[src/hdl/lwma3_pkg.sv]
// ----------------------------------------------------------------------------
// lwma3_pkg
// Shared widths, register indexes and defaults for the LWMA-3 difficulty unit.
// ----------------------------------------------------------------------------
package lwma3_pkg;

  localparam int WORD_W         = 64;
  localparam int WS_W           = 10;
  localparam int BT_W           = 16;
  localparam int CFG_W          = 16;
  localparam int WINDOW_MAX_DEF = 1023;

  // config register indexes
  localparam logic REG_WINDOW_SIZE = 1'b0;
  localparam logic REG_BLOCK_TIME  = 1'b1;

  typedef logic [WORD_W-1:0] word_t;

endpackage

[src/hdl/lwma3_div.sv]
// ----------------------------------------------------------------------------
// lwma3_div
// Radix-2 restoring divider, one quotient bit per cycle. Divide by zero
// returns all ones.
// ----------------------------------------------------------------------------
module lwma3_div (
  input  logic           clk,
  input  logic           rst,
  input  logic           start,
  input  lwma3_pkg::word_t dividend,
  input  lwma3_pkg::word_t divisor,
  output logic           busy,
  output logic           done,
  output lwma3_pkg::word_t quotient
);

  localparam int W  = lwma3_pkg::WORD_W;
  localparam int CW = $clog2(W);

  logic [W-1:0]  q;
  logic [W-1:0]  r;
  logic [W-1:0]  d;
  logic [CW-1:0] cnt;
  logic [W:0]    shifted;
  logic [W:0]    diff;
  logic          fits;

  assign shifted = {r, q[W-1]};
  assign diff    = shifted - {1'b0, d};
  assign fits    = (shifted >= {1'b0, d});

  always_ff @(posedge clk) begin
    if (rst) begin
      busy <= 1'b0;
      done <= 1'b0;
      cnt  <= '0;
    end else begin
      done <= 1'b0;
      if (start) begin
        busy <= 1'b1;
        cnt  <= '0;
      end else if (busy) begin
        cnt <= cnt + 1'b1;
        if (cnt == CW'(W - 1)) begin
          busy <= 1'b0;
          done <= 1'b1;
        end
      end
    end
  end

  always_ff @(posedge clk) begin
    if (start) begin
      q <= dividend;
      r <= '0;
      d <= divisor;
    end else if (busy) begin
      r <= fits ? diff[W-1:0] : shifted[W-1:0];
      q <= {q[W-2:0], fits};
    end
  end

  assign quotient = q;

`ifndef SYNTH
  a_start_idle: assert property (@(posedge clk) disable iff (rst) start |-> !busy)
    else $error("divider started while busy");
  a_done_after_busy: assert property (@(posedge clk) disable iff (rst)
    done |-> $past(busy))
    else $error("divider done without work");
  a_done_pulse: assert property (@(posedge clk) disable iff (rst) done |=> !done)
    else $error("divider done held");
`endif

endmodule

[src/hdl/lwma3_difficulty_unit.sv]
// ----------------------------------------------------------------------------
// lwma3_difficulty_unit
// LWMA-3 difficulty adjustment over a window of (timestamp, cum. difficulty).
// ----------------------------------------------------------------------------
// Usage:
//   s_* stream carries one request per block: tdata = {cum_diff, timestamp}.
//   After n+1 requests, n being window_size clamped to [3, WINDOW_MAX], the block emits one next_difficulty on m_*.
//   cfg_we/cfg_addr/cfg_wdata write window_size (0) and block_time (1); write
//   only while idle.
// Timing:
//   A non-final request is accepted, then takes one step that does the
//   capped solve time and weighted accumulate. The final request of a
//   window runs a sequencer over a shared 64x17 shift-add multiplier
//   (seven products), a 64-bit restoring divider for the raw quotient and
//   three divides by 100 done a byte at a time by reciprocal multiply.
//   m_tvalid rises when the result register is loaded; s_tready returns on
//   the same edge.
//   s_tready is low while a request is being worked on.
// Reset (rst, sync):
//   clears the window position and sums; registers back to 60 / 120.
// Stall:
//   the result register holds until m_tready; a following window's result
//   waits in the sequencer until the register has been taken.
// ----------------------------------------------------------------------------
module lwma3_difficulty_unit #(
  parameter int WINDOW_MAX = lwma3_pkg::WINDOW_MAX_DEF
) (
  input  logic                        clk,
  input  logic                        rst,
  input  logic                        s_tvalid,
  output logic                        s_tready,
  input  logic [127:0]                s_tdata,   // [63:0] timestamp, [127:64] cumulative_difficulty
  output logic                        m_tvalid,
  input  logic                        m_tready,
  output logic [63:0]                 m_tdata,   // [63:0] next_difficulty
  input  logic                        cfg_we,
  input  logic                        cfg_addr,
  input  logic [lwma3_pkg::CFG_W-1:0] cfg_wdata
);

  localparam int W    = lwma3_pkg::WORD_W;
  localparam int IW   = $clog2(WINDOW_MAX + 1);
  localparam int MB_W = 17;
  localparam int MC_W = 5;
  localparam int ST_W = 19;

  // floor(p / 100) = (p * RECIP_100) >> RECIP_SH for every p < 25600
  localparam int RECIP_100 = 20972;
  localparam int RECIP_SH  = 21;

  localparam logic [2:0] S_IDLE   = 3'd0;
  localparam logic [2:0] S_STEP   = 3'd1;
  localparam logic [2:0] S_LAUNCH = 3'd2;
  localparam logic [2:0] S_MUL    = 3'd3;
  localparam logic [2:0] S_DIV    = 3'd4;
  localparam logic [2:0] S_OUT    = 3'd5;
  localparam logic [2:0] S_D100   = 3'd6;

  localparam logic [3:0] OP_NUM_T  = 4'd0;
  localparam logic [3:0] OP_NUM_N  = 4'd1;
  localparam logic [3:0] OP_NUM_99 = 4'd2;
  localparam logic [3:0] OP_DEN    = 4'd3;
  localparam logic [3:0] OP_RAW    = 4'd4;
  localparam logic [3:0] OP_LO_M   = 4'd5;
  localparam logic [3:0] OP_LO_D   = 4'd6;
  localparam logic [3:0] OP_HI_M   = 4'd7;
  localparam logic [3:0] OP_HI_D   = 4'd8;
  localparam logic [3:0] OP_UP_M   = 4'd9;
  localparam logic [3:0] OP_UP_D   = 4'd10;
  localparam logic [3:0] OP_DONE   = 4'd11;

  // config
  logic [lwma3_pkg::WS_W-1:0] window_size;
  logic [lwma3_pkg::BT_W-1:0] block_time;

  // window state
  logic [2:0]       state;
  logic [3:0]       op;
  logic [IW-1:0]    item_index;
  lwma3_pkg::word_t last_time;
  lwma3_pkg::word_t first_cum_diff;
  lwma3_pkg::word_t prior_cum_diff;
  lwma3_pkg::word_t weighted_sum;
  logic [23:0]      recent_sum;
  lwma3_pkg::word_t ts_r;
  lwma3_pkg::word_t cd_r;

  // final-stage results
  lwma3_pkg::word_t prod;
  lwma3_pkg::word_t num;
  lwma3_pkg::word_t raw;
  lwma3_pkg::word_t lo;
  lwma3_pkg::word_t hi;
  lwma3_pkg::word_t up;

  // shared multiplier
  lwma3_pkg::word_t mul_a;
  logic [MB_W-1:0]  mul_b;
  lwma3_pkg::word_t mul_acc;
  logic [MC_W-1:0]  mul_cnt;
  lwma3_pkg::word_t mul_sum;

  // divider hookup
  logic             div_start;
  lwma3_pkg::word_t div_a;
  lwma3_pkg::word_t div_b;
  logic             div_busy;
  logic             div_done;
  lwma3_pkg::word_t div_q;

  // divide by 100, one byte of dividend per cycle, MSB first
  lwma3_pkg::word_t d100_src;
  lwma3_pkg::word_t d100_q;
  lwma3_pkg::word_t d100_q_next;
  logic [6:0]       d100_rem;
  logic [6:0]       d100_rem_next;
  logic [2:0]       d100_cnt;
  logic [14:0]      d100_part;
  logic [29:0]      d100_prod;
  logic [7:0]       d100_digit;

  // output handshake
  logic             out_load;

  // effective window, clamped to [3, WINDOW_MAX]
  logic [31:0]   ws32;
  logic [31:0]   n32;
  logic [IW-1:0] n_eff;

  assign ws32  = 32'(window_size);
  assign n32   = (ws32 < 32'd3) ? 32'd3 :
                 (ws32 > 32'(WINDOW_MAX)) ? 32'(WINDOW_MAX) : ws32;
  assign n_eff = IW'(n32);

  // per-pair step
  lwma3_pkg::word_t next_time;
  lwma3_pkg::word_t solve_diff;
  logic [ST_W-1:0]  cap;
  logic [ST_W-1:0]  st;
  logic [ST_W+IW-1:0] st_w;

  assign next_time  = (ts_r > last_time) ? ts_r : last_time + 1'b1;
  assign solve_diff = next_time - last_time;
  assign cap        = ST_W'(block_time) * ST_W'(6);
  assign st         = (solve_diff < W'(cap)) ? solve_diff[ST_W-1:0] : cap;
  assign st_w       = (ST_W+IW)'(st) * (ST_W+IW)'(item_index);

  // fast-block test: recent < floor(9T/10)  <=>  10*(recent+1) <= 9T
  logic [28:0] recent_x10;
  logic [28:0] t_x9;
  logic        too_fast;
  assign recent_x10 = (29'(recent_sum) + 29'd1) * 29'd10;
  assign t_x9       = 29'(block_time) * 29'd9;
  assign too_fast   = (recent_x10 <= t_x9);

  lwma3_pkg::word_t clamp_mid;
  lwma3_pkg::word_t clamp_lo;
  lwma3_pkg::word_t result;
  assign clamp_mid = (raw < hi) ? raw : hi;
  assign clamp_lo  = (lo > clamp_mid) ? lo : clamp_mid;
  assign result    = (too_fast && up > clamp_lo) ? up : clamp_lo;

  assign mul_sum  = mul_acc + (mul_b[0] ? mul_a : '0);
  assign s_tready = (state == S_IDLE);
  assign out_load = (state == S_OUT) && (!m_tvalid || m_tready);

  // remainder stays below 100, so each quotient digit fits in a byte
  assign d100_part     = {d100_rem, d100_src[W-1:W-8]};
  assign d100_prod     = 30'(d100_part) * 30'(RECIP_100);
  assign d100_digit    = d100_prod[RECIP_SH+7:RECIP_SH];
  assign d100_rem_next = 7'(d100_part - 15'(d100_digit) * 15'd100);
  assign d100_q_next   = {d100_q[W-9:0], d100_digit};

  always_ff @(posedge clk) begin
    if (rst) begin
      window_size <= lwma3_pkg::WS_W'(60);
      block_time  <= lwma3_pkg::BT_W'(120);
    end else if (cfg_we) begin
      unique case (cfg_addr)
        lwma3_pkg::REG_WINDOW_SIZE: window_size <= cfg_wdata[lwma3_pkg::WS_W-1:0];
        lwma3_pkg::REG_BLOCK_TIME:  block_time  <= cfg_wdata;
      endcase
    end
  end

  // divider only produces the raw quotient num / den
  assign div_start = (state == S_LAUNCH) && (op == OP_RAW);
  assign div_a     = num;
  assign div_b     = prod;

  always_ff @(posedge clk) begin
    if (rst) begin
      state          <= S_IDLE;
      op             <= OP_NUM_T;
      item_index     <= '0;
      last_time      <= '0;
      first_cum_diff <= '0;
      prior_cum_diff <= '0;
      weighted_sum   <= '0;
      recent_sum     <= '0;
      m_tvalid       <= 1'b0;
      mul_cnt        <= '0;
    end else begin
      if (out_load) m_tvalid <= 1'b1;
      else if (m_tvalid && m_tready) m_tvalid <= 1'b0;
      unique case (state)
        S_IDLE: begin
          if (s_tvalid) begin
            ts_r  <= s_tdata[63:0];
            cd_r  <= s_tdata[127:64];
            state <= S_STEP;
          end
        end
        S_STEP: begin
          if (item_index == '0) begin
            last_time      <= ts_r;
            first_cum_diff <= cd_r;
            prior_cum_diff <= cd_r;
            weighted_sum   <= '0;
            recent_sum     <= '0;
            item_index     <= IW'(1);
            state          <= S_IDLE;
          end else begin
            last_time    <= next_time;
            weighted_sum <= weighted_sum + W'(st_w);
            if (item_index > n_eff - IW'(3)) recent_sum <= recent_sum + 24'(st);
            if (item_index < n_eff) begin
              prior_cum_diff <= cd_r;
              item_index     <= item_index + 1'b1;
              state          <= S_IDLE;
            end else begin
              item_index <= '0;
              op         <= OP_NUM_T;
              state      <= S_LAUNCH;
            end
          end
        end
        S_LAUNCH: begin
          mul_acc <= '0;
          mul_cnt <= '0;
          unique case (op)
            OP_NUM_T: begin
              mul_a <= cd_r - first_cum_diff;
              mul_b <= MB_W'(block_time);
              state <= S_MUL;
            end
            OP_NUM_N: begin
              mul_a <= prod;
              mul_b <= MB_W'(n_eff) + 1'b1;
              state <= S_MUL;
            end
            OP_NUM_99: begin
              mul_a <= prod;
              mul_b <= MB_W'(99);
              state <= S_MUL;
            end
            OP_DEN: begin
              mul_a <= weighted_sum;
              mul_b <= MB_W'(200);
              state <= S_MUL;
            end
            OP_LO_M: begin
              mul_a <= cd_r - prior_cum_diff;
              mul_b <= MB_W'(67);
              state <= S_MUL;
            end
            OP_HI_M: begin
              mul_a <= cd_r - prior_cum_diff;
              mul_b <= MB_W'(150);
              state <= S_MUL;
            end
            OP_UP_M: begin
              mul_a <= cd_r - prior_cum_diff;
              mul_b <= MB_W'(108);
              state <= S_MUL;
            end
            OP_RAW: state <= S_DIV;
            OP_LO_D, OP_HI_D, OP_UP_D: begin
              d100_src <= prod;
              d100_rem <= '0;
              d100_q   <= '0;
              d100_cnt <= '0;
              state    <= S_D100;
            end
            default: state <= S_OUT;
          endcase
        end
        S_MUL: begin
          mul_acc <= mul_sum;
          mul_a   <= {mul_a[W-2:0], 1'b0};
          mul_b   <= {1'b0, mul_b[MB_W-1:1]};
          mul_cnt <= mul_cnt + 1'b1;
          if (mul_cnt == MC_W'(MB_W - 1)) begin
            prod <= mul_sum;
            if (op == OP_NUM_99) num <= mul_sum;
            op    <= op + 1'b1;
            state <= S_LAUNCH;
          end
        end
        S_DIV: begin
          if (div_done) begin
            raw   <= div_q;
            op    <= op + 1'b1;
            state <= S_LAUNCH;
          end
        end
        S_D100: begin
          d100_src <= {d100_src[W-9:0], 8'd0};
          d100_rem <= d100_rem_next;
          d100_q   <= d100_q_next;
          d100_cnt <= d100_cnt + 1'b1;
          if (d100_cnt == 3'd7) begin
            unique case (op)
              OP_LO_D: lo <= d100_q_next;
              OP_HI_D: hi <= d100_q_next;
              default: up <= d100_q_next;
            endcase
            op    <= op + 1'b1;
            state <= S_LAUNCH;
          end
        end
        S_OUT: begin
          if (out_load) begin
            m_tdata <= result;
            state   <= S_IDLE;
          end
        end
        default: state <= S_IDLE;
      endcase
    end
  end

  lwma3_div u_div (
    .clk      (clk),
    .rst      (rst),
    .start    (div_start),
    .dividend (div_a),
    .divisor  (div_b),
    .busy     (div_busy),
    .done     (div_done),
    .quotient (div_q)
  );

`ifndef SYNTH
  a_no_accept_busy: assert property (@(posedge clk) disable iff (rst)
    div_busy |-> !s_tready)
    else $error("input ready while dividing");
  a_mul_div_excl: assert property (@(posedge clk) disable iff (rst)
    !(state == S_MUL && div_busy))
    else $error("multiplier and divider active together");
  a_out_after_ops: assert property (@(posedge clk) disable iff (rst)
    state == S_OUT |-> op == OP_DONE)
    else $error("result stage before sequence end");
`endif

endmodule
[config.mk]
export PLATFORM = sky130hd
export DESIGN_NAME = lwma3_difficulty_unit
export DESIGN_NICKNAME = d
export VERILOG_FILES = /design/src/hdl/lwma3_pkg.sv /design/src/hdl/lwma3_div.sv /design/src/hdl/lwma3_difficulty_unit.sv
export SDC_FILE = /design/constraint.sdc
export NUM_CORES = 2
export LEC_CHECK = 0
export BUFFER_PORTS_ARGS = -buffer_cell sky130_fd_sc_hd__buf_2
export CORE_MARGIN = 2
export CORE_UTILIZATION = 50
export DETAILED_ROUTE_END_ITERATION = 6
export MAX_ROUTING_LAYER = met4
export PLACE_DENSITY = 0.72
export SLEW_MARGIN = 20
export SYNTH_ARGS = -nofsm -noshare
export SYNTH_HDL_FRONTEND = slang
export SYNTH_HIERARCHICAL = 1
export SYNTH_SLANG_ARGS = --single-unit
[constraint.sdc]
create_clock -name clk -period 15.3 [get_ports clk]
set_input_delay 3.825 -clock clk [delete_from_list [all_inputs] [get_ports clk]]
set_output_delay 3.825 -clock clk [all_outputs]
set_load 0.05 [all_outputs]
# Word-level counts from Yosys, hierarchy flattened
# Cells that the tools add are included.
[totals]
register_bits = 1380
elab_cells = 197
[op_classes]
add_sub_neg = 17
mul = 6
order_cmp = 11
eq_ne = 29
n_mux = 54
bitwise_logic = 4
n_reduce_logical = 42
[ops]
columns = ["cell", "n"]
rows = [
  ["$mux W64", 13],
  ["$pmux W64 S2", 3],
  ["$pmux W64 S4", 1],
  ["$sub A64 B64 Y64", 4],
  ["$gt A64 B64 Y1", 3],
  ["$pmux W17 S7", 1],
  ["$pmux W56 S2", 1],
  ["$ge A65 B64 Y1", 1],
  ["$add A64 B1 Y64 const B", 1],
  ["$add A64 B29 Y64", 1],
  ["$add A64 B64 Y64", 1],
  ["$lt A64 B19 Y1", 1],
  ["$lt A64 B64 Y1", 1],
  ["$mux W56", 1],
  ["$mux W24", 2],
  ["$mux W10", 4],
  ["$pmux W17 S2", 1],
  ["$le A29 B20 Y1", 1],
  ["$mul A19 B10 Y29", 1],
  ["$mul A25 B3 Y28 const B", 1],
  ["$mul A15 B13 Y27 const B", 1],
  ["$add A24 B1 Y25 const B", 1],
  ["$add A24 B19 Y24", 1],
  ["$pmux W3 S7", 1],
  ["56 further kinds", 116],
]

# Logic depth before layout (Yosys ltp)
[logic_depth]
ltp_word = 8
ltp_mapped = 68
ltp_nobuf = 59

# Cells and area by module
# Netlist, hierarchy kept.
[by_module_without_submodules]
columns = ["module", "n_inst", "cells_each", "area_per_inst_um2", "seq_area_each_um2"]
rows = [
  ["lwma3_difficulty_unit", 1, 8400, 80494.7, 32110.8],
  ["lwma3_div", 1, 1229, 11823.8, 5285.1],
]

# Least setup slack after synthesis
# OpenSTA, ideal clock, no wires.
[synth_path]
path_kind = "flip-flop to flip-flop"
startpoint = "register last_time[30]"
endpoint = "register weighted_sum[46]"
setup_time_ns = 0.128
arrival_time_ns = 13.735
slack_ns = 1.438
stages_incl_launch_ff = 59
path_buffers = 7
synth_period_minus_slack_ns = 13.862
path_cell_list = "dfxtp_1 inv_1 ha_1 nand4_1 or3_1 or4_1 nor3_1 a21o_1 clkbuf_1 clkbuf_1 clkbuf_1 clkbuf_1 o21ai_0 ha_1 fa_1 nor2b_1 o31ai_1 a2111oi_0 [23 not listed] fa_1 fa_1 inv_1 fa_1 inv_1 ha_1 a21o_1 a21o_1 a21oi_1 nor2b_1 or4b_2 a211oi_1 o41a_1 nand2b_1 or2_2 clkbuf_1 xor2_1 nor2_1"
[synth_via]
elab_chain_len = 8
word_cells_on_any_way = 9
cone_classes = "3 x add/sub; 1 x mul; 2 x order compare; 3 x mux"
[synth_lines]
columns = ["element", "line", "source"]
rows = [
  ["start, declared", "lwma3_difficulty_unit.sv:80", "lwma3_pkg::word_t last_time;"],
  ["start signal, assigned", "lwma3_difficulty_unit.sv:216", "last_time <= ts_r;"],
  ["start signal, assigned", "lwma3_difficulty_unit.sv:224", "last_time <= next_time;"],
  ["$add A64 B1 Y64 or $gt A64 B64 Y1 (tied branches)", "lwma3_difficulty_unit.sv:142", "assign next_time = (ts_r > last_time) ? ts_r : last_time + 1'b1;"],
  ["$mux W64", "lwma3_difficulty_unit.sv:142", ""],
  ["$sub A64 B64 Y64 (*)", "lwma3_difficulty_unit.sv:143", "assign solve_diff = next_time - last_time;"],
  ["$lt A64 B19 Y1", "lwma3_difficulty_unit.sv:145", "assign st = (solve_diff < W'(cap)) ? solve_diff[ST_W-1:0] : cap;"],
  ["$mux W19 (*)", "lwma3_difficulty_unit.sv:145", ""],
  ["$mul A19 B10 Y29 (*)", "lwma3_difficulty_unit.sv:146", "assign st_w = (ST_W+IW)'(st) * (ST_W+IW)'(item_index);"],
  ["$add A64 B29 Y64 (*)", "lwma3_difficulty_unit.sv:225", "weighted_sum <= weighted_sum + W'(st_w);"],
  ["$mux W64 (*)", "lwma3_difficulty_unit.sv:215", "if (item_index == '0) begin"],
  ["end signal, assigned", "lwma3_difficulty_unit.sv:225", ""],
  ["end, declared", "lwma3_difficulty_unit.sv:83", "lwma3_pkg::word_t weighted_sum;"],
]
# Every way passes the cells marked *; elsewhere a longest branch is shown, timed or not.
# A chain may end at the register's enable or synchronous reset.

# Final worst setup path
[layout_path]
startpoint = "register last_time[30]"
endpoint = "register weighted_sum[52]"
# Same word-level chain as after synthesis.

==> results_dict.tcl <==
set metrics [dict create \
    status "finished with violations" \
    violations "DRC" \
    arrival_ns 15.31 \
    cts_root_buf "clkbuf_16" \
    rr_worst_depth 46 \
    cp-endpoint "weighted_sum[52]" \
    min_period_ns 14.55 \
    synth_most_common_cell "nand2_1" \
    slew_headroom 0.243 \
    r2r_end "weighted_sum[52]" \
    slew_viol_final 0 \
    avgSynthCellArea_um2 9.59 \
    fillers 15883 \
    grt_max_degree 130 \
    synth_top_area_share 0.318 \
    port_buffers 215 \
    critical_path_depth 46 \
    grt_pass1_vias 71310 \
    clock_latency_ns 0.85 \
    grt_pass1_wl_um 408000 \
    holdCritPathClass "flop to flop" \
    power.ir.vdd_worst_v 0.000101 \
    syn2layout_area_growth_pct 9.64 \
    ys_ff_latch 1379 \
    place_hpwl_um 198000 \
    crit_type "flop to flop" \
    final.period_utilization 0.951 \
    cpPeakStageDelay_ns 0.77 \
    synth.yosys.seq_area_share 0.405 \
    path_buf_inv 6 \
    layout-drive-gt1-share 0.0763 \
    wl_per_cell_um 21.5 \
    antenna_found_initial 11 \
    fmax_mhz 68.7 \
    finalHoldViolations 0 \
    routed_wirelength_um 264000 \
    rrSetupSlack_ns 0.75 \
    maxCapViolCount 0 \
    core_um2 183000 \
    drc 1 \
    postRouteAntennaNets 0 \
    crit_fanout 82 \
    synthCells 9629 \
    clkTransAtPathRegs_ns 0.06 \
    end_kind "flop" \
    dominantRegCellSynth "edfxtp_1" \
    cpLargestDelayFamily "compound AO/OA/AOI/OAI gates" \
    dp.cells 11973 \
    h-tree-depth 4 \
    clockBufferDepth 3 \
    cts_buffers 151 \
    netlist_area_um2 92300 \
    gp_congestion 0.972 \
    cp-startpoint "last_time[30]" \
    setup_viol 0 \
    via_per_inst 5.99 \
    clock_sinks 1379 \
    cp_slowest_cell "a21oi_1" \
    synth_edf_count 978 \
    p_leak_nw 41.9 \
    worst_pin_slew_ns 1.13 \
    cts_tree "yes" \
    dr_total_vias 73477 \
    initial_core_util 0.504 \
    final_cells 12272 \
    synth_top_cell_by_area "edfxtp_1" \
    power_density_nw_per_um2 98.1 \
    row_count 157 \
    synth.distinct_cells 97 \
    io-pin-count 216 \
    nNetsFinal 10917 \
    fp.dieW_um 434 \
    synth_fp_nets 10876 \
    cp.required_ns 16.06 \
    postPlaceCellArea_um2 95700 \
    drt_iter0_markers 7107 \
    worstSetupStartpointType "flop" \
    synth_area_leaders "edfxtp_1, ha_1, dfxtp_1" \
    r2r_start "last_time[30]" \
    ys_top_cells_by_count "nand2_1, edfxtp_1, ha_1, inv_1, a21oi_1" \
    drtPass1Iterations 7 \
    finalInstanceArea_um2 101000 \
    track_usage 0.285 \
    postCtsHoldBufs 0 \
    overflow 0 \
    dieArea_um2 188000 \
    die_h_um 434 \
    fin_skew_ns 0.0658 \
    yosys_warnings 6 \
    async_flop_share 0 \
]
[cells by family after synthesis]
group	Yosys count	share of synthesized area
AOI/OAI and AO/OA	2206	0.153
buffers and inverters	1229	0.0518
adders and majority gates	1097	0.168
muxes	238	0.0269
DFF	1379	0.405
and+or+nand+nor	3057	0.154
xor gates and xnor gates	423	0.0401
[worst min-delay path by stage]
stage / cells after the start / start / slack (ns) / to
2_1_floorplan: 0 / u_div/quotient[0] / 0.42 / raw[0]
3_3_place_gp: 0 / u_div/quotient[52] / 0.43 / raw[52]
3_5_place_dp: 0 / u_div/quotient[50] / 0.44 / raw[50]
4_1_cts: 0 / u_div/quotient[5] / 0.40 / raw[5]
5_1_grt: 0 / u_div/quotient[5] / 0.43 / raw[5]
6_report: 0 / u_div/quotient[5] / 0.41 / raw[5]
[through the flow]
stage	hold slack [ns]	TNS, ns	util	setup WS (ns)	total power [mW]
after floorplan	0.422	0	-	1.44	5.54
after global placement	0.432	0	0.522	0.848	6.08
after detailed placement	0.435	0	0.522	0.428	6.10
after CTS	0.398	0	0.551	0.374	9.93
after global routing	0.427	-0.0284	0.552	-0.0180	10.3
final	0.408	0	0.552	0.750	9.93
[sequential cells by signal, indices dropped and copies added, names as in the netlist, 56 cells and up]
register / flops
u_div/d: 64
lo: 64
ts_r: 64
mul_a: 64
up: 64
first_cum_diff: 64
last_time: 64
mul_acc: 64
weighted_sum: 64
d100_q: 56
cd_r: 64
d100_src: 64
u_div/quotient: 64
prior_cum_diff: 64
div_a: 64
hi: 64
u_div/r: 64
div_b: 64
raw: 64
m_tdata: 64
[cell usage in the layout (no fill, tap or decap), types with 50 or more instances in the layout]
| cell type | instances |
|---|---|
| nand2b_1 | 68 |
| nand2_1 | 1148 |
| dfxtp_1 | 399 |
| a21oi_1 | 764 |
| a311oi_1 | 60 |
| nor3_1 | 189 |
| nor2b_1 | 85 |
| nand3_1 | 158 |
| edfxtp_1 | 978 |
| buf_2 | 214 |
| nand4_1 | 165 |
| inv_1 | 786 |
| a21o_1 | 300 |
| mux2_2 | 81 |
| clkbuf_16 | 155 |
| and3_1 | 110 |
| o21ai_0 | 326 |
| a31oi_1 | 75 |
| xnor2_1 | 298 |
| and2_1 | 222 |
| xor2_1 | 125 |
| a211oi_1 | 100 |
| mux2i_1 | 155 |
| a22oi_1 | 75 |
| ha_1 | 857 |
| o21bai_1 | 50 |
| nor2_1 | 704 |
| a221oi_1 | 111 |
| fa_1 | 240 |
| o21a_1 | 62 |
| buf_4 | 106 |
[where the power goes]
| part | internal (mW) | leakage, nW | switching (mW) |
|---|---|---|---|
| Combinational | 0.686 | 27.2 | 1.25 |
| Sequential | 4.07 | 12.1 | 0.0860 |
| Clock | 2.22 | 2.54 | 1.62 |
| Total | 6.97 | 41.9 | 2.96 |
[per-layer routing]
metal / vias up / GRT usage / wire length [µm]
met4: 0 / 0.0892 / 8250
met3: 426 / 0.0443 / 21800
li1: 34430 / - / -
met5: - / - / 0
met1: 35754 / 0.391 / 115000
met2: 2867 / 0.433 / 118000
[timing repair]
item | in CTS | in global routing
endpoints found under the setup margin | 0 | 43
hold endpoints to repair | 0 | 0
resized for setup | 0 | 18
setup buffers | 0 | 4
[cell type report]
| type | count | area (µm²) | share of cell area |
|---|---|---|---|
| multi-input cells | 7023 | 50500 | 0.499 |
| flip-flops and latches | 1379 | 37400 | 0.369 |
| clock buffers | 197 | 4160 | 0.0411 |
| well taps | 2464 | 3080 | 0.0305 |
| inverters | 787 | 2960 | 0.0292 |
| repair buffers | 328 | 2010 | 0.0199 |
| clock inverters | 86 | 1120 | 0.0111 |
| diodes | 8 | 20.0 | 0.000198 |
Note: power is estimated with default switching activity, not from simulation.
